<file path="src/rtl/abr_pkg.sv">
// ----------------------------------------------------------------------------
// abr_pkg
// Shared types and constants for the auto-brightness ramp block.
// ----------------------------------------------------------------------------
package abr_pkg;

  localparam int SENSOR_BITS_DEF = 12;
  localparam int SENSOR_REG_W    = 12;
  localparam int BRIGHT_W        = 8;
  localparam int RAMP_W          = 16;
  localparam int TIME_W          = 32;
  localparam int OP_W            = 2;
  localparam int CFG_IDX_W       = 3;
  localparam int CFG_DATA_W      = 16;

  // operation codes
  localparam logic [OP_W-1:0] OP_SAMPLE = 2'd0;
  localparam logic [OP_W-1:0] OP_TICK   = 2'd1;
  localparam logic [OP_W-1:0] OP_FORCE  = 2'd2;

  // configuration register indexes
  localparam logic [CFG_IDX_W-1:0] REG_SENSOR_MIN = 3'd0;
  localparam logic [CFG_IDX_W-1:0] REG_SENSOR_MAX = 3'd1;
  localparam logic [CFG_IDX_W-1:0] REG_BRIGHT_MIN = 3'd2;
  localparam logic [CFG_IDX_W-1:0] REG_BRIGHT_MAX = 3'd3;
  localparam logic [CFG_IDX_W-1:0] REG_THRESHOLD  = 3'd4;
  localparam logic [CFG_IDX_W-1:0] REG_RAMP_TOTAL = 3'd5;

  // reset values
  localparam logic [SENSOR_REG_W-1:0] RST_SENSOR_MIN = 12'd0;
  localparam logic [SENSOR_REG_W-1:0] RST_SENSOR_MAX = 12'd4095;
  localparam logic [BRIGHT_W-1:0]     RST_BRIGHT_MIN = 8'd1;
  localparam logic [BRIGHT_W-1:0]     RST_BRIGHT_MAX = 8'd100;
  localparam logic [BRIGHT_W-1:0]     RST_THRESHOLD  = 8'd2;
  localparam logic [RAMP_W-1:0]       RST_RAMP_TOTAL = 16'd1000;
  localparam logic [BRIGHT_W-1:0]     RST_CURRENT    = 8'd10;
  localparam logic [BRIGHT_W-1:0]     RST_TARGET     = 8'd0;

  localparam logic [BRIGHT_W-1:0]     LEVEL_STEP     = 8'd1;

  typedef enum logic [2:0] {
    S_IDLE,
    S_MUL,
    S_DIV1,
    S_DIFF,
    S_DIV2,
    S_WB
  } state_t;

  // status of a serial arithmetic unit
  typedef struct packed {
    logic busy;
    logic done;
  } unit_sts_t;

endpackage

</file>
<file path="src/rtl/abr_mul.sv">
// ----------------------------------------------------------------------------
// abr_mul
// Bit-serial shift-add multiplier, one multiplier bit per cycle, LSB first.
// ----------------------------------------------------------------------------
module abr_mul #(
  parameter int AW = 12,
  parameter int BW = 8
) (
  input  logic                clk,
  input  logic                rst_n,
  input  logic                start,
  input  logic [AW-1:0]       mcand,
  input  logic [BW-1:0]       mplier,
  output logic [AW+BW-1:0]    product,
  output abr_pkg::unit_sts_t  sts
);
  import abr_pkg::*;

  localparam int PW = AW + BW;
  localparam int CW = $clog2(BW + 1);

  logic [AW-1:0] a_r;
  logic [PW-1:0] prod_r;
  logic [CW-1:0] cnt_r;
  logic          busy_r;
  logic          done_r;
  logic [AW:0]   sum;
  logic [PW-1:0] prod_nxt;

  // upper half accumulates, the whole word shifts right one bit per step
  assign sum      = {1'b0, prod_r[PW-1:BW]} + (prod_r[0] ? {1'b0, a_r} : '0);
  assign prod_nxt = {sum, prod_r[BW-1:1]};

  always_ff @(posedge clk) begin
    if (!rst_n) begin
      busy_r <= 1'b0;
      done_r <= 1'b0;
      cnt_r  <= '0;
    end else begin
      done_r <= 1'b0;
      if (start) begin
        busy_r <= 1'b1;
        cnt_r  <= CW'(BW);
      end else if (busy_r) begin
        cnt_r <= cnt_r - CW'(1);
        if (cnt_r == CW'(1)) begin
          busy_r <= 1'b0;
          done_r <= 1'b1;
        end
      end
    end
  end

  always_ff @(posedge clk) begin
    if (start) begin
      a_r    <= mcand;
      prod_r <= {{AW{1'b0}}, mplier};
    end else if (busy_r) begin
      prod_r <= prod_nxt;
    end
  end

  assign product  = prod_r;
  assign sts.busy = busy_r;
  assign sts.done = done_r;

endmodule

</file>
<file path="src/rtl/abr_div.sv">
// ----------------------------------------------------------------------------
// abr_div
// Restoring divider, one quotient bit per cycle. The upper DW-QN bits of the
// dividend must already be below the divisor, so QN steps give the quotient.
// ----------------------------------------------------------------------------
module abr_div #(
  parameter int DW = 20,
  parameter int VW = 12,
  parameter int QN = 8
) (
  input  logic                clk,
  input  logic                rst_n,
  input  logic                start,
  input  logic [DW-1:0]       dividend,
  input  logic [VW-1:0]       divisor,
  output logic [QN-1:0]       quotient,
  output abr_pkg::unit_sts_t  sts
);
  import abr_pkg::*;

  localparam int CW = $clog2(QN + 1);
  localparam int EW = VW + DW - QN;

  logic [VW-1:0] rem_r;
  logic [VW-1:0] dsr_r;
  logic [QN-1:0] dvd_r;
  logic [QN-1:0] q_r;
  logic [CW-1:0] cnt_r;
  logic          busy_r;
  logic          done_r;
  logic [VW:0]   trial;
  logic [VW:0]   diff;
  logic          ge;
  logic [VW-1:0] rem_nxt;
  logic [EW-1:0] rem_init;

  assign trial    = {rem_r, dvd_r[QN-1]};
  assign diff     = trial - {1'b0, dsr_r};
  assign ge       = trial >= {1'b0, dsr_r};
  assign rem_nxt  = ge ? diff[VW-1:0] : trial[VW-1:0];
  assign rem_init = {{VW{1'b0}}, dividend[DW-1:QN]};

  always_ff @(posedge clk) begin
    if (!rst_n) begin
      busy_r <= 1'b0;
      done_r <= 1'b0;
      cnt_r  <= '0;
    end else begin
      done_r <= 1'b0;
      if (start) begin
        busy_r <= 1'b1;
        cnt_r  <= CW'(QN);
      end else if (busy_r) begin
        cnt_r <= cnt_r - CW'(1);
        if (cnt_r == CW'(1)) begin
          busy_r <= 1'b0;
          done_r <= 1'b1;
        end
      end
    end
  end

  always_ff @(posedge clk) begin
    if (start) begin
      rem_r <= rem_init[VW-1:0];
      dsr_r <= divisor;
      dvd_r <= dividend[QN-1:0];
      q_r   <= '0;
    end else if (busy_r) begin
      rem_r <= rem_nxt;
      dvd_r <= {dvd_r[QN-2:0], 1'b0};
      q_r   <= {q_r[QN-2:0], ge};
    end
  end

  assign quotient = q_r;
  assign sts.busy = busy_r;
  assign sts.done = done_r;

endmodule

</file>
<file path="src/rtl/auto_brightness_ramp.sv">
// ----------------------------------------------------------------------------
// auto_brightness_ramp
// Ambient-light driven brightness target with a timed one-step ramp.
//
// A sensor sample goes through a bit-serial multiply of the clamped
// sample offset by the brightness span, a restoring divide by the sensor
// span, a step that forms the difference, and a divide of ramp_total by
// that difference, then write-back. A sample with an empty sensor span
// skips the multiply and the first divide, and one with a difference of
// zero or below threshold skips the last divide. Ticks, forced sets and
// the unused op go straight to write-back. One transaction is worked on at a
// time; the result sits in an output register, and the next transaction is
// accepted while it waits. There is no clearing pass after reset.
// ----------------------------------------------------------------------------
module auto_brightness_ramp #(
  parameter int SENSOR_BITS = abr_pkg::SENSOR_BITS_DEF
) (
  input  logic                            clk,
  input  logic                            rst_n,
  // configuration
  input  logic                            cfg_we,
  input  logic [abr_pkg::CFG_IDX_W-1:0]   cfg_index,
  input  logic [abr_pkg::CFG_DATA_W-1:0]  cfg_data,
  // input channel
  input  logic                            in_valid,
  output logic                            in_stall,
  input  logic [abr_pkg::OP_W-1:0]        in_op,
  input  logic [SENSOR_BITS-1:0]          in_light,
  input  logic [abr_pkg::TIME_W-1:0]      in_time_now,
  input  logic [abr_pkg::BRIGHT_W-1:0]    in_set_level,
  input  logic                            in_also_target,
  // result channel
  output logic                            out_valid,
  input  logic                            out_stall,
  output logic [abr_pkg::BRIGHT_W-1:0]    out_brightness,
  output logic [abr_pkg::BRIGHT_W-1:0]    out_goal,
  output logic                            out_ramping,
  output logic                            out_refresh
);
  import abr_pkg::*;

  localparam int SW = SENSOR_BITS;
  localparam int BW = BRIGHT_W;
  localparam int PW = SW + BW;

  // configuration registers
  logic [SENSOR_REG_W-1:0] sensor_min_r;
  logic [SENSOR_REG_W-1:0] sensor_max_r;
  logic [BW-1:0]           bright_min_r;
  logic [BW-1:0]           bright_max_r;
  logic [BW-1:0]           threshold_r;
  logic [RAMP_W-1:0]       ramp_total_r;

  // architectural state
  logic [BW-1:0]     cur_r;
  logic [BW-1:0]     tgt_r;
  logic              down_r;
  logic [RAMP_W-1:0] period_r;
  logic [TIME_W-1:0] last_r;

  // values pending commit at write-back
  logic [BW-1:0]     p_cur_r;
  logic [BW-1:0]     p_tgt_r;
  logic              p_down_r;
  logic [RAMP_W-1:0] p_period_r;
  logic [TIME_W-1:0] p_last_r;
  logic              p_refresh_r;
  logic [BW-1:0]     off_r;

  logic          out_valid_r;
  logic [BW-1:0] out_bright_r;
  logic [BW-1:0] out_goal_r;
  logic          out_refresh_r;

  state_t state_r, state_nxt;

  // sensor window, masked to the sensor width
  logic [SW+SENSOR_REG_W-1:0] lo_ext, hi_ext;
  logic [SW-1:0] lo, hi, xc, xo, span;
  logic          span_empty;
  logic          up_map;
  logic [BW-1:0] mag;

  assign lo_ext     = {{SW{1'b0}}, sensor_min_r};
  assign hi_ext     = {{SW{1'b0}}, sensor_max_r};
  assign lo         = lo_ext[SW-1:0];
  assign hi         = hi_ext[SW-1:0];
  assign span_empty = hi <= lo;
  assign xc         = (in_light < lo) ? lo : ((in_light > hi) ? hi : in_light);
  assign xo         = xc - lo;
  assign span       = hi - lo;
  assign up_map     = bright_max_r >= bright_min_r;
  assign mag        = up_map ? (bright_max_r - bright_min_r) : (bright_min_r - bright_max_r);

  // target, difference and ramp decision
  logic [BW-1:0] map_tgt, diff;
  logic          ramp_go;

  assign map_tgt = up_map ? (bright_min_r + off_r) : (bright_min_r - off_r);
  assign diff    = (map_tgt >= cur_r) ? (map_tgt - cur_r) : (cur_r - map_tgt);
  assign ramp_go = (diff != '0) && (diff >= threshold_r);

  // tick timing, elapsed wraps modulo 2^32
  logic [TIME_W-1:0] elapsed;
  logic              step_ok;

  assign elapsed = in_time_now - last_r;
  assign step_ok = (cur_r != tgt_r) && (elapsed >= {{(TIME_W-RAMP_W){1'b0}}, period_r});

  // serial units
  logic                in_accept;
  logic                mul_start, div1_start, div2_start, wb_fire;
  logic [PW-1:0]       mul_prod;
  logic [BW-1:0]       div1_q;
  logic [RAMP_W-1:0]   div2_q;
  unit_sts_t           mul_sts, div1_sts, div2_sts;

  abr_mul #(.AW(SW), .BW(BW)) u_mul (
    .clk     (clk),
    .rst_n   (rst_n),
    .start   (mul_start),
    .mcand   (xo),
    .mplier  (mag),
    .product (mul_prod),
    .sts     (mul_sts)
  );

  // quotient is at most mag, so 8 steps cover it
  abr_div #(.DW(PW), .VW(SW), .QN(BW)) u_div_map (
    .clk      (clk),
    .rst_n    (rst_n),
    .start    (div1_start),
    .dividend (mul_prod),
    .divisor  (span),
    .quotient (div1_q),
    .sts      (div1_sts)
  );

  abr_div #(.DW(RAMP_W + 1), .VW(BW), .QN(RAMP_W)) u_div_period (
    .clk      (clk),
    .rst_n    (rst_n),
    .start    (div2_start),
    .dividend ({1'b0, ramp_total_r}),
    .divisor  (diff),
    .quotient (div2_q),
    .sts      (div2_sts)
  );

  // control
  always_comb begin
    state_nxt  = state_r;
    in_stall   = 1'b1;
    in_accept  = 1'b0;
    mul_start  = 1'b0;
    div1_start = 1'b0;
    div2_start = 1'b0;
    wb_fire    = 1'b0;
    case (state_r)
      S_IDLE: begin
        in_stall  = 1'b0;
        in_accept = in_valid;
        if (in_valid) begin
          if (in_op == OP_SAMPLE) begin
            if (span_empty) begin
              state_nxt = S_DIFF;
            end else begin
              mul_start = 1'b1;
              state_nxt = S_MUL;
            end
          end else begin
            state_nxt = S_WB;
          end
        end
      end
      S_MUL: begin
        if (mul_sts.done) begin
          div1_start = 1'b1;
          state_nxt  = S_DIV1;
        end
      end
      S_DIV1: begin
        if (div1_sts.done) state_nxt = S_DIFF;
      end
      S_DIFF: begin
        if (ramp_go) begin
          div2_start = 1'b1;
          state_nxt  = S_DIV2;
        end else begin
          state_nxt = S_WB;
        end
      end
      S_DIV2: begin
        if (div2_sts.done) state_nxt = S_WB;
      end
      S_WB: begin
        if (!out_valid_r || !out_stall) begin
          wb_fire   = 1'b1;
          state_nxt = S_IDLE;
        end
      end
      default: state_nxt = S_IDLE;
    endcase
  end

  always_ff @(posedge clk) begin
    if (!rst_n) state_r <= S_IDLE;
    else        state_r <= state_nxt;
  end

  // configuration writes, indexes past the list are dropped
  always_ff @(posedge clk) begin
    if (!rst_n) begin
      sensor_min_r <= RST_SENSOR_MIN;
      sensor_max_r <= RST_SENSOR_MAX;
      bright_min_r <= RST_BRIGHT_MIN;
      bright_max_r <= RST_BRIGHT_MAX;
      threshold_r  <= RST_THRESHOLD;
      ramp_total_r <= RST_RAMP_TOTAL;
    end else if (cfg_we) begin
      case (cfg_index)
        REG_SENSOR_MIN: sensor_min_r <= cfg_data[SENSOR_REG_W-1:0];
        REG_SENSOR_MAX: sensor_max_r <= cfg_data[SENSOR_REG_W-1:0];
        REG_BRIGHT_MIN: bright_min_r <= cfg_data[BW-1:0];
        REG_BRIGHT_MAX: bright_max_r <= cfg_data[BW-1:0];
        REG_THRESHOLD:  threshold_r  <= cfg_data[BW-1:0];
        REG_RAMP_TOTAL: ramp_total_r <= cfg_data[RAMP_W-1:0];
        default: ;
      endcase
    end
  end

  // architectural state and output register
  always_ff @(posedge clk) begin
    if (!rst_n) begin
      cur_r       <= RST_CURRENT;
      tgt_r       <= RST_TARGET;
      down_r      <= 1'b0;
      period_r    <= '0;
      last_r      <= '0;
      out_valid_r <= 1'b0;
    end else begin
      if (wb_fire) begin
        cur_r       <= p_cur_r;
        tgt_r       <= p_tgt_r;
        down_r      <= p_down_r;
        period_r    <= p_period_r;
        last_r      <= p_last_r;
        out_valid_r <= 1'b1;
      end else if (!out_stall) begin
        out_valid_r <= 1'b0;
      end
    end
  end

  always_ff @(posedge clk) begin
    if (wb_fire) begin
      out_bright_r  <= p_cur_r;
      out_goal_r    <= p_tgt_r;
      out_refresh_r <= p_refresh_r;
    end
  end

  // pending results of the transaction in flight
  always_ff @(posedge clk) begin
    if (in_accept) begin
      p_cur_r     <= cur_r;
      p_tgt_r     <= tgt_r;
      p_down_r    <= down_r;
      p_period_r  <= period_r;
      p_last_r    <= last_r;
      p_refresh_r <= 1'b0;
      off_r       <= '0;
      case (in_op)
        OP_TICK: begin
          if (step_ok) begin
            p_last_r    <= in_time_now;
            p_cur_r     <= down_r ? (cur_r - LEVEL_STEP) : (cur_r + LEVEL_STEP);
            p_refresh_r <= 1'b1;
          end
        end
        OP_FORCE: begin
          p_cur_r     <= in_set_level;
          p_refresh_r <= 1'b1;
          if (in_also_target) p_tgt_r <= in_set_level;
        end
        default: ;
      endcase
    end else begin
      if (state_r == S_DIV1 && div1_sts.done) off_r <= div1_q;
      if (state_r == S_DIFF) begin
        if (ramp_go) begin
          p_tgt_r  <= map_tgt;
          p_down_r <= !(map_tgt > cur_r);
        end else begin
          p_tgt_r <= cur_r;
        end
      end
      if (state_r == S_DIV2 && div2_sts.done) p_period_r <= div2_q;
    end
  end

  assign out_valid      = out_valid_r;
  assign out_brightness = out_bright_r;
  assign out_goal       = out_goal_r;
  assign out_ramping    = out_bright_r != out_goal_r;
  assign out_refresh    = out_refresh_r;

  // the serial units run strictly one after another
  a_one_unit_busy: assert property (@(posedge clk) disable iff (!rst_n)
    $onehot0({mul_sts.busy, div1_sts.busy, div2_sts.busy}))
    else $error("more than one serial unit busy");

  a_mul_done_state: assert property (@(posedge clk) disable iff (!rst_n)
    mul_sts.done |-> state_r == S_MUL)
    else $error("multiplier finished outside its state");

  a_div_done_state: assert property (@(posedge clk) disable iff (!rst_n)
    (div1_sts.done |-> state_r == S_DIV1) and (div2_sts.done |-> state_r == S_DIV2))
    else $error("divider finished outside its state");

  // a result lands in the register together with the committed state
  a_wb_commit: assert property (@(posedge clk) disable iff (!rst_n)
    wb_fire |=> out_valid_r && out_bright_r == cur_r && out_goal_r == tgt_r)
    else $error("result register out of step with committed state");

endmodule
</file>
<file path="config.mk">
export PLATFORM = sky130hd
export DESIGN_NAME = auto_brightness_ramp
export DESIGN_NICKNAME = d
export VERILOG_FILES = /design/src/rtl/abr_pkg.sv /design/src/rtl/abr_mul.sv /design/src/rtl/abr_div.sv /design/src/rtl/auto_brightness_ramp.sv
export SDC_FILE = /design/constraint.sdc
export NUM_CORES = 1
export LEC_CHECK = 0
export BUFFER_PORTS_ARGS = -buffer_cell sky130_fd_sc_hd__buf_2
export CAP_MARGIN = 30
export CORE_MARGIN = 4
export CORE_UTILIZATION = 60
export CTS_CLUSTER_DIAMETER = 120
export DETAILED_ROUTE_END_ITERATION = 6
export GPL_TIMING_DRIVEN = 1
export PLACE_DENSITY = 0.82
export SYNTH_ARGS = -nofsm -noshare
export SYNTH_HDL_FRONTEND = slang
export SYNTH_SLANG_ARGS = --single-unit
</file>
<file path="constraint.sdc">
create_clock -name clk -period 9.28 [get_ports clk]
set_input_delay 1.856 -clock clk [delete_from_list [all_inputs] [get_ports clk]]
set_output_delay 1.856 -clock clk [all_outputs]
set_load 0.05 [all_outputs]
</file>
## Word-level counts from Yosys, hierarchy flattened

Cells that the tools add are included.

- Memories kept: 0
- Bits in latches: 0
- Word-level logic and storage cells: 206
- Register bits: 363
- RAM bits: 0
- Input port bits: 79
- Bits in read-only memories: 0

- Muxes and demuxes: 74
- Multipliers: 0
- Shift operators: 0
- Reductions and logical operators: 32
- Add/sub/neg operators: 17
- Div/mod/pow operators: 0
- Magnitude comparators: 10
- Bitwise logic cells: 4
- Eq/ne operators: 23

Operators with widths:

| cell | count |
|---|---|
| two-way mux 8 bit | 15 |
| two-way mux 12 bit | 6 |
| two-way mux 16 bit | 4 |
| two-way mux 32 bit | 2 |
| subtractor 8 bit | 6 |
| subtractor 12 bit | 3 |
| >= comparator 32 x 16 -> 1 bit | 1 |
| subtractor 32 bit | 1 |
| two-way mux 1 bit | 31 |
| >= comparator 8 bit | 3 |
| two-way mux 3 bit | 6 |
| case mux 3 bit (6 select lines) | 1 |
| two-way mux 4 bit | 4 |
| inequality test 8 bit | 2 |
| case mux 8 bit (2 select lines) | 1 |
| AND reduction 2 bit | 7 |
| adder 12 x 12 -> 13 bit | 1 |
| >= comparator 13 x 12 -> 1 bit | 1 |
| == test 3 x 2 -> 1 bit (second input constant) | 4 |
| == test 3 bit (second input constant) | 4 |
| > comparator 12 bit | 1 |
| <= comparator 12 bit | 1 |
| less-than comparator 12 bit | 1 |
| nonzero test 2 bit | 6 |
| 27 further kinds | 48 |

## Depth between registers and ports, before layout

Gate-level depths: netlist of run 1.

- Depth in word-level cells: 9
- Mapped depth: 36
- Depth with buffers taken out: 32

## By module

From an unflattened synthesis of run 1, not the netlist that was laid out.

- Cell total of the unflattened synthesis: 2487
- Area, all modules: 22479.1 um2

By module, submodules not included:

| module | area each (um2) | cells each | instances |
|---|---|---|---|
| auto_brightness_ramp | 15394.8 | 1849 | 1 |
| abr_div at u_div_period | 2518.7 | 225 | 1 |
| abr_div at u_div_map | 2498.6 | 220 | 1 |
| abr_mul | 2067.0 | 193 | 1 |

## Least setup slack after synthesis of run 1

OpenSTA, ideal clock, no wires.

- Path kind: reg-to-reg
- Start: reg bright_max_r[0]
- End: reg u_div_period.dvd_r[0], enable pin
- Cell stages (with the launch flop): 35
- Required time: 8.989 ns
- Data arrival time: 6.907 ns
- Clock period less this slack: 7.198 ns
- Slack: 2.082 ns
- Buffers on the path: 3
- Path through: dfxtp_1 > inv_1 > ha_1 > fa_1 > nor2b_1 > o21a_1 > o31ai_1 > o21ai_1 > clkbuf_1 > nor2_1 > xor2_1 > ha_1 > a21oi_1 > o21bai_1 > a21oi_1 > o21ai_0 > xnor2_1 > xor2_1 > ha_1 > a21oi_1 > o21ai_0 > nor2_1 > mux2i_1 > ha_1 > a21o_1 > a21o_1 > a21o_1 > a21o_1 > a21o_1 > a211o_1 > o221ai_1 > buf_4 > nor3_2 > buf_2 > or2_2

- Word-level cells in the longest chain between the ends: 9

RTL lines:

| what | line | RTL |
|---|---|---|
| from (decl) | auto_brightness_ramp.sv:50 | `logic [BW-1:0] bright_max_r;` |
| from (signal assigned) | auto_brightness_ramp.sv:224 | `REG_BRIGHT_MAX: bright_max_r <= cfg_data[BW-1:0];` |
| >= comparator 8 bit (*) | auto_brightness_ramp.sv:92 | `assign up_map = bright_max_r >= bright_min_r;` |
| two-way mux 8 bit (*) | auto_brightness_ramp.sv:99 | `assign map_tgt = up_map ? (bright_min_r + off_r) : (bright_min_r - off_r);` |
| subtractor 8 bit or >= comparator 8 bit (tied branches) | auto_brightness_ramp.sv:100 | `assign diff = (map_tgt >= cur_r) ? (map_tgt - cur_r) : (cur_r - map_tgt);` |
| two-way mux 8 bit (*) | auto_brightness_ramp.sv:100 |  |
| named net diff[1] | auto_brightness_ramp.sv:96 | `logic [BW-1:0] map_tgt, diff;` |
| >= comparator 8 bit or nonzero test 8 bit (tied branches) | auto_brightness_ramp.sv:101 | `assign ramp_go = (diff != '0) && (diff >= threshold_r);` |
| logical AND 1 bit (*) | auto_brightness_ramp.sv:101 |  |
| two-way mux 1 bit (*) | auto_brightness_ramp.sv:185 | `if (ramp_go) begin` |
| two-way mux 1 bit (*) | auto_brightness_ramp.sv:158 | `case (state_r)` |
| nonzero test 2 bit (no line) (*) | - |  |
| to (signal assigned) | abr_div.sv:67 | `dvd_r <= dividend[QN-1:0];` |
| to (signal assigned) | abr_div.sv:71 | `dvd_r <= {dvd_r[QN-2:0], 1'b0};` |
| to (decl) | abr_div.sv:26 | `logic [QN-1:0] dvd_r;` |

The timed path passes the listed nets; every way through them passes the cells marked *.
A chain may end at the register's enable or synchronous reset.

## Worst setup path after layout of run 1

- Start: reg bright_min_r[2]
- End: reg u_div_period.done_r

- Word-level cells in the longest chain between the ends: 9

RTL lines:

| what | line | RTL |
|---|---|---|
| from (decl) | auto_brightness_ramp.sv:49 | `logic [BW-1:0] bright_min_r;` |
| from (signal assigned) | auto_brightness_ramp.sv:223 | `REG_BRIGHT_MIN: bright_min_r <= cfg_data[BW-1:0];` |
| >= comparator 8 bit, or another cell as far along | auto_brightness_ramp.sv:92 |  |
| two-way mux 8 bit (*) | auto_brightness_ramp.sv:99 |  |
| subtractor 8 bit or >= comparator 8 bit (tied branches) | auto_brightness_ramp.sv:100 |  |
| two-way mux 8 bit (*) | auto_brightness_ramp.sv:100 |  |
| named net diff[1] | auto_brightness_ramp.sv:96 |  |
| >= comparator 8 bit or nonzero test 8 bit (tied branches) | auto_brightness_ramp.sv:101 |  |
| logical AND 1 bit (*) | auto_brightness_ramp.sv:101 |  |
| two-way mux 1 bit (*) | auto_brightness_ramp.sv:185 |  |
| two-way mux 1 bit (*) | auto_brightness_ramp.sv:158 |  |
| OR reduction 3 bit (no line) (*) | - |  |
| to (signal assigned) | abr_div.sv:46 | `done_r <= 1'b0;` |
| to (signal assigned) | abr_div.sv:49 | `done_r <= 1'b0;` |
| to (signal assigned) | abr_div.sv:57 | `done_r <= 1'b1;` |
| to (decl) | abr_div.sv:30 | `logic done_r;` |

Marks and branches as above.

==> out/metrics.yaml, run 1 <==
timing:
  fmax_mhz: 123
  period_share_pct: 87.7
  setup_viol: 0
  relSlewSlack_pct: 34.3
  tightest_slew_ns: 0.985
  hold_violations: 0
  clock-skew-final_ns: 0.0162
  hold_ws_ns: 0.420
  layout_setup_ws_ns: 1.14
  setup_tns_ns: 0
  drv_slew: 0
  period_minus_slack_ns: 8.14
  grt_setup_unrepaired: "no"
layout:
  fin_nets: 2756
  drive_gt1_share_pct: 10.1
  multi_input_area_mm2: 0.0121
  design_area_mm2: 0.0243
  num-fill-cells: 2767
  seqCellArea_mm2: 0.00886
  area_growth_syn_to_layout_pct: 10.3
  final_core_util_pct: 67.8
  num_antenna_cells: 0
detailed_routing:
  totalWireLength_mm: 52.2
  viasPerCell: 5.92
  vias: 17600
  routedWlPerCell_um: 17.6
  dr.pass1.iters: 7
  drtIter0Drc: 1298
  route.detailed.drc: 1
  ant_nets: 0
floorplan:
  start_util_pct: 61.4
  die-area_mm2: 0.0399
  rows: 69
  die_w_um: 200
  coreArea_mm2: 0.0359
  die_h_um: 200
  ioPinCount: 99
critical_path:
  ff2ff_setup_slack_ns: 1.14
  arrival_ns: 8.58
  slowest_stage: "nor3_4"
  path_class: "register to register"
  slowest_delay_ns: 0.75
  cp_common_cell: "a21o_1"
  cp.required_ns: 9.72
  worstSetupEndpointType: "register"
  crit_fanout: 39
  startpoint_type: "register"
clock_tree:
  post_cts_resized: 0
  cts_tree: "done"
  root_buffer: "clkbuf_16"
  cts_setup_buffers: 0
  htreeDepth: 2
  clk_latency_ns: 0.56
  ctsHoldBuffers: 0
  clkTransAtPathRegs_ns: 0.06
  clock_path_buffers: 3
  clock-sinks: 363
  numCtsBuffers: 39
yosys:
  synth_edf_count: 159
  avgSynthCellArea_um2: 9.13
  yosys_most_used_dff: "dfxtp_1"
  synth_top_area_share_pct: 21.6
  async_flop_share_pct: 0
  synthTopCellsByArea: "edfxtp_1, dfxtp_1, ha_1, nand2_1, mux2i_1"
  yosysSeqAreaShare_pct: 40.2
  syn_nets: 2693
  synthCells: 2416
  ys_seq_elements: 363
  ys_types: 80
  ys_warn_count: 0
  yosysTopAreaCell: "edfxtp_1"
  syn_area_mm2: 0.0221
grt:
  gr-usage-met1_pct: 33.9
  grt_pass1_wl_mm: 84.8
  grt.overflow.total: 0
  grt_usage_pct: 25.8
  grt_max_degree: 97
  top_usage_layer: "met2"
  met2_usage_pct: 44.6
  met3_usage_pct: 3.31
  grt_antenna_before_repair: 0
  grt_pass1_vias: 17300
place:
  dp_hpwl_mm: 37.1
  io_buffers: 98
  gp_congestion: 0.931
  detailedPlace.worstSlack_ns: 0.889
  place_area_mm2: 0.0229
hold_path:
  hold_class: "register to register"
pwr:
  p_leak_nw: 9.80
  ir_drop_uv: 147
  p_per_area_mw_per_mm2: 207
run_status:
  violations: "design-rule violations"
  status: "finished, violations left"
job:
  drv_cap: 0
==> kinds of logic after synthesis <==
| kind of cell | after synthesis | share of synthesized area [%] |
|---|---|---|
| flops | 363 | 40.2 |
| xor+xnor | 107 | 4.25 |
| fa+ha+maj | 198 | 11.6 |
| mux | 130 | 6.15 |
| simple gates | 754 | 15.4 |
| compound gates | 568 | 17.2 |
| buf+inv | 296 | 5.24 |
==> cells in the final DEF, fill, tap and decap left out, types with 43 or more instances in the layout <==
cell type / instances
xnor2_1: 57
a21oi_1: 115
dfxtp_1: 204
buf_2: 97
mux2i_1: 92
edfxtp_1: 159
a21boi_0: 121
o21ai_0: 91
nor2_1: 162
ha_1: 186
clkbuf_16: 45
a21o_1: 43
xor2_1: 50
nand2_1: 358
inv_1: 193
nand3_1: 52
==> final cells by class <==
class,count,area share [%]
timing repair buffer,124,3.09
tap,461,2.37
clock inverter,12,0.370
inverter,194,2.99
sequential,363,36.4
clock buffer,59,5.13
multi-input combinational,1757,49.6
==> layer usage <==
metal	routed length (µm)	share of wire (%)	up-vias
met1	22800	44	8396
met4	1370	2.6	0
li1	-	-	8587
met3	2720	5.2	102
met5	0	0	-
met2	25300	48	500
==> flip-flops by register name, indices dropped and copies added (netlist names), 12 cells and up <==
name                   flops
p_last_r                  32
last_r                    32
u_div_map.dsr_r           12
u_mul.a_r                 12
u_div_period.dvd_r        16
u_div_period.quotient     16
ramp_total_r              16
p_period_r                16
lo                        12
period_r                  16
u_div_map.rem_r           12
hi                        12
u_mul.product             20
==> worst paths after layout <==
path,startpoint,end,cells past startpoint
worst min register to register,p_refresh_r,out_refresh,0
worst max register to register,bright_min_r[2],u_div_period.done_r,33
worst min-delay path,p_refresh_r,out_refresh,0
worst max-delay path,bright_min_r[2],u_div_period.done_r,33
==> Yosys cell counts, drive strengths merged, types with 4 or more instances <==
cell type  instances
nand2            358
dfxtp            204
inv              194
ha               186
nor2             163
edfxtp           159
o21ai            125
a21boi           121
a21oi            115
mux2i             92
clkbuf            77
xnor2             57
nand3             53
xor2              50
a21o              43
mux2              38
o211ai            37
nand4             29
buf               25
nand2b            25
and2              24
nor2b             24
nor3              21
a211oi            20
o21a              16
fa                12
a31oi             11
o21bai            11
or3               11
a22oi             10
o31ai              8
or2                8
a41o               7
and3               7
nor3b              7
nor4b              7
a211o              5
nor4               5
o221ai             5
a2111oi            4
a221oi             4
a31o               4
==> worst max-delay path, delay by kind of cell, from the launching register on <==
family          cells  cell delay [ns]
xor+xnor            2             0.45
compound gates     18             3.23
simple gates        5             1.62
fa+ha+maj           4             1.14
buf+inv             3             0.81
flops               1             0.37
mux                 1             0.35
==> power breakdown <==
group          switching, mW  total, mW  internal [mW]
combinational          0.809       1.35          0.541
sequential             0.147       2.08           1.94
clock                  0.645       1.61          0.961
total                   1.60       5.04           3.44
==> through the flow <==
stage,std cells,power (mW)
2_1_floorplan,2416,3.08
3_5_place_dp,2896,3.44
4_1_cts,2967,5.05
5_1_grt,2970,5.30
6_report,2970,5.04
3_3_place_gp,2893,3.36
(Power assumes the default switching activity.)
==> run 2: changes to the inputs <==
--- a/config.mk
+++ b/config.mk
@@ -5,6 +5,7 @@
 export SDC_FILE = /design/constraint.sdc
 export NUM_CORES = 1
 export LEC_CHECK = 0
+export ABC_AREA = 1
 export BUFFER_PORTS_ARGS = -buffer_cell sky130_fd_sc_hd__buf_2
 export CAP_MARGIN = 30
 export CORE_MARGIN = 4
@@ -12,6 +13,7 @@
 export CTS_CLUSTER_DIAMETER = 120
 export DETAILED_ROUTE_END_ITERATION = 6
 export GPL_TIMING_DRIVEN = 1
+export HOLD_SLACK_MARGIN = 0.05
 export PLACE_DENSITY = 0.82
 export SYNTH_ARGS = -nofsm -noshare
 export SYNTH_HDL_FRONTEND = slang
==> run 2 against run 1 <==
  * The run now ends clean
  * Final cell count rose by 19%
  * Clock power shrank 6%
  * Register-to-register slack better by 0.76 ns
  * Clock skew increased by 0.0043 ns
  * Combinational power increased by 33%
  * Routed wire length increased by 7.4%
  * Sequential power up 4%
  * Critical path depth grew 3
  * Critical endpoint is now u_div_period.dvd_r[5]
==> out/metrics.yaml, run 2 <==
run_status:
  status: "completed"
timing:
  clock-skew-final_ns: 0.0206
  relSlewSlack_pct: 38.6
  setup_viol: 0
  setup_tns_ns: 0
  hold_ws_ns: 0.448
  hold_violations: 0
  period_share_pct: 79.5
  grt_setup_unrepaired: "no"
  period_minus_slack_ns: 7.37
  fmax_mhz: 136
  drv_slew: 0
  tightest_slew_ns: 0.920
detailed_routing:
  dr.pass1.iters: 6
  vias: 19700
  ant_nets: 0
  drtIter0Drc: 1867
  route.detailed.drc: 0
  totalWireLength_mm: 56.1
  viasPerCell: 5.58
  routedWlPerCell_um: 15.9
pwr:
  power_frac_seq_pct: 39.4
  p_clk_share_pct: 27.8
  p_leak_nw: 11.6
  p_switching_mw: 1.98
  ir_drop_uv: 293
  netSwitchingFraction_pct: 36.1
  combPwrFrac_pct: 32.8
  p_per_area_mw_per_mm2: 223
  intPower_mw: 3.50
critical_path:
  crit_fanout: 46
  slowest_stage: "nand2_1"
  arrival_ns: 7.54
  r2r_end: "u_div_period.dvd_r[5]"
  worstSetupEndpointType: "register"
  slowest_delay_ns: 0.59
  startpoint_type: "register"
  ff2ff_setup_slack_ns: 1.91
  cp.required_ns: 9.45
  reg2reg_depth: 36
  path_class: "register to register"
  reg2reg_from: "bright_min_r[5]"
  cp_common_cell: "nand2_1"
yosys:
  yosysMostFrequentCell: "nand2_1"
  async_flop_share_pct: 0
  syn_area_mm2: 0.0224
  synth_common_cells: "nand2_1, inv_1, a21oi_1, o21ai_0, nor2_1"
  syn_nets: 3237
  ys_types: 59
  ys_warn_count: 0
  synth_edf_count: 159
  yosys_most_used_dff: "dfxtp_1"
  yosysSeqAreaShare_pct: 39.5
  avgSynthCellArea_um2: 7.58
  synthTopCellsByArea: "edfxtp_1, dfxtp_1, nand2_1, ha_1, inv_1"
  ys_seq_elements: 363
  synth_top_area_share_pct: 21.3
  synthCells: 2960
  yosysTopAreaCell: "edfxtp_1"
floorplan:
  die_h_um: 201
  die_w_um: 201
  die-area_mm2: 0.0406
  ioPinCount: 99
  start_util_pct: 61.0
  rows: 70
  coreArea_mm2: 0.0368
job:
  drv_cap: 0
grt:
  grt_usage_pct: 26.9
  top_usage_layer: "met2"
  gr-usage-met1_pct: 37.4
  grt_max_degree: 122
  grt.overflow.total: 0
  grt_pass1_wl_mm: 91.6
  met2_usage_pct: 44.3
  grt_pass1_vias: 18500
  met3_usage_pct: 3.46
  grt_antenna_before_repair: 2
clock_tree:
  clock_path_buffers: 3
  cts_tree: "done"
  numCtsBuffers: 39
  cts_setup_buffers: 0
  htreeDepth: 2
  post_cts_resized: 0
  clk_latency_ns: 0.55
  root_buffer: "clkbuf_16"
  clock-sinks: 363
  clkTransAtPathRegs_ns: 0.06
  ctsHoldBuffers: 0
place:
  dp_hpwl_mm: 41.5
  io_buffers: 98
  place_area_mm2: 0.0233
  gp_congestion: 0.937
  dp_cells: 3454
layout:
  layout_common_cells: "nand2_1, inv_1, a21oi_1"
  drive_gt1_share_pct: 7.06
  design_area_mm2: 0.0245
  final_core_util_pct: 66.6
  num-fill-cells: 3058
  num_antenna_cells: 0
  final_cells: 3526
  area_growth_syn_to_layout_pct: 9.24
  final_common_cell: "nand2_1"
  fin_nets: 3305
hold_path:
  min_from: "p_tgt_r[2]"
  holdPathStages: 0
  min_to: "out_goal[2]"
  hold_class: "register to register"
[run 2: changes by cell type after synthesis, sizes merged, moves of 37 or more]
cell    delta
a21boi   -119
inv      +304
nand3     +37
a21oi    +181
mux2i     -91
mux2      -38
nand2    +316
o21ai    +154
a21o      -40
nor2      +65
[run 2: kinds of logic after synthesis]
logic type	share of synthesized area, %
muxes	0.0446
and+or+nand+nor	19.1
buffers and inverters	10.2
adders and majority gates	11.4
AOI/OAI and AO/OA	15.9
DFF	39.5
xor gates and xnor gates	3.94
[run 2: power by group through the flow]
stage / Combinational [mW] / Clock (mW) / Sequential, mW
finish: 1.80 / 1.52 / 2.16
global route: 2.03 / 1.62 / 2.18
CTS: 1.77 / 1.55 / 2.15
detailed placement: 1.75 / 0 / 2.18
global placement: 1.69 / 0 / 2.17
floorplan: 1.31 / 0 / 2.16
[run 2: cell type report]
class                      count  area [µm²]  area share [%]
timing repair buffer         110         623            2.54
multi-input combinational   2012       11300            46.2
inverter                     502        1890            7.70
sequential                   363        8860            36.1
tap                          468         586            2.39
clock inverter                17         141           0.577
clock buffer                  54        1090            4.47
[run 2: worst max path at each step]
stage                          from                    end  slack (ns)  cells after the start
finish              bright_min_r[5]  u_div_period.dvd_r[5]        1.91                     36
floorplan           bright_max_r[0]  u_div_period.dvd_r[0]        3.16                     38
global placement    bright_min_r[5]  u_div_period.dvd_r[3]        2.26                     36
detailed placement  bright_min_r[5]  u_div_period.dvd_r[3]        2.03                     36
global route        bright_min_r[5]  u_div_period.dvd_r[4]        1.16                     38
CTS                 bright_min_r[5]  u_div_period.dvd_r[3]        1.99                     36
[run 2: routing by layer]
metal / wire [µm] / vias to the layer above
li1: - / 9765
met1: 25300 / 9121
met2: 25700 / 698
met3: 3660 / 88
met4: 1420 / 0
met5: 0 / -
[run 2: per-stage QoR]
step | power (mW) | setup slack (ns)
2_1_floorplan | 3.48 | 3.16
3_3_place_gp | 3.86 | 2.26
3_5_place_dp | 3.94 | 2.03
4_1_cts | 5.47 | 1.99
5_1_grt | 5.83 | 1.16
6_report | 5.48 | 1.91
[run 2: critical path: cells and delay by family, from the launching register on]
kind / cells / cell delay [ns]
DFF: 1 / 0.38
adders and majority gates: 4 / 1.37
buffers and inverters: 6 / 0.48
and+or+nand+nor: 17 / 3.17
xor gates and xnor gates: 2 / 0.41
AOI/OAI and AO/OA: 7 / 1.16
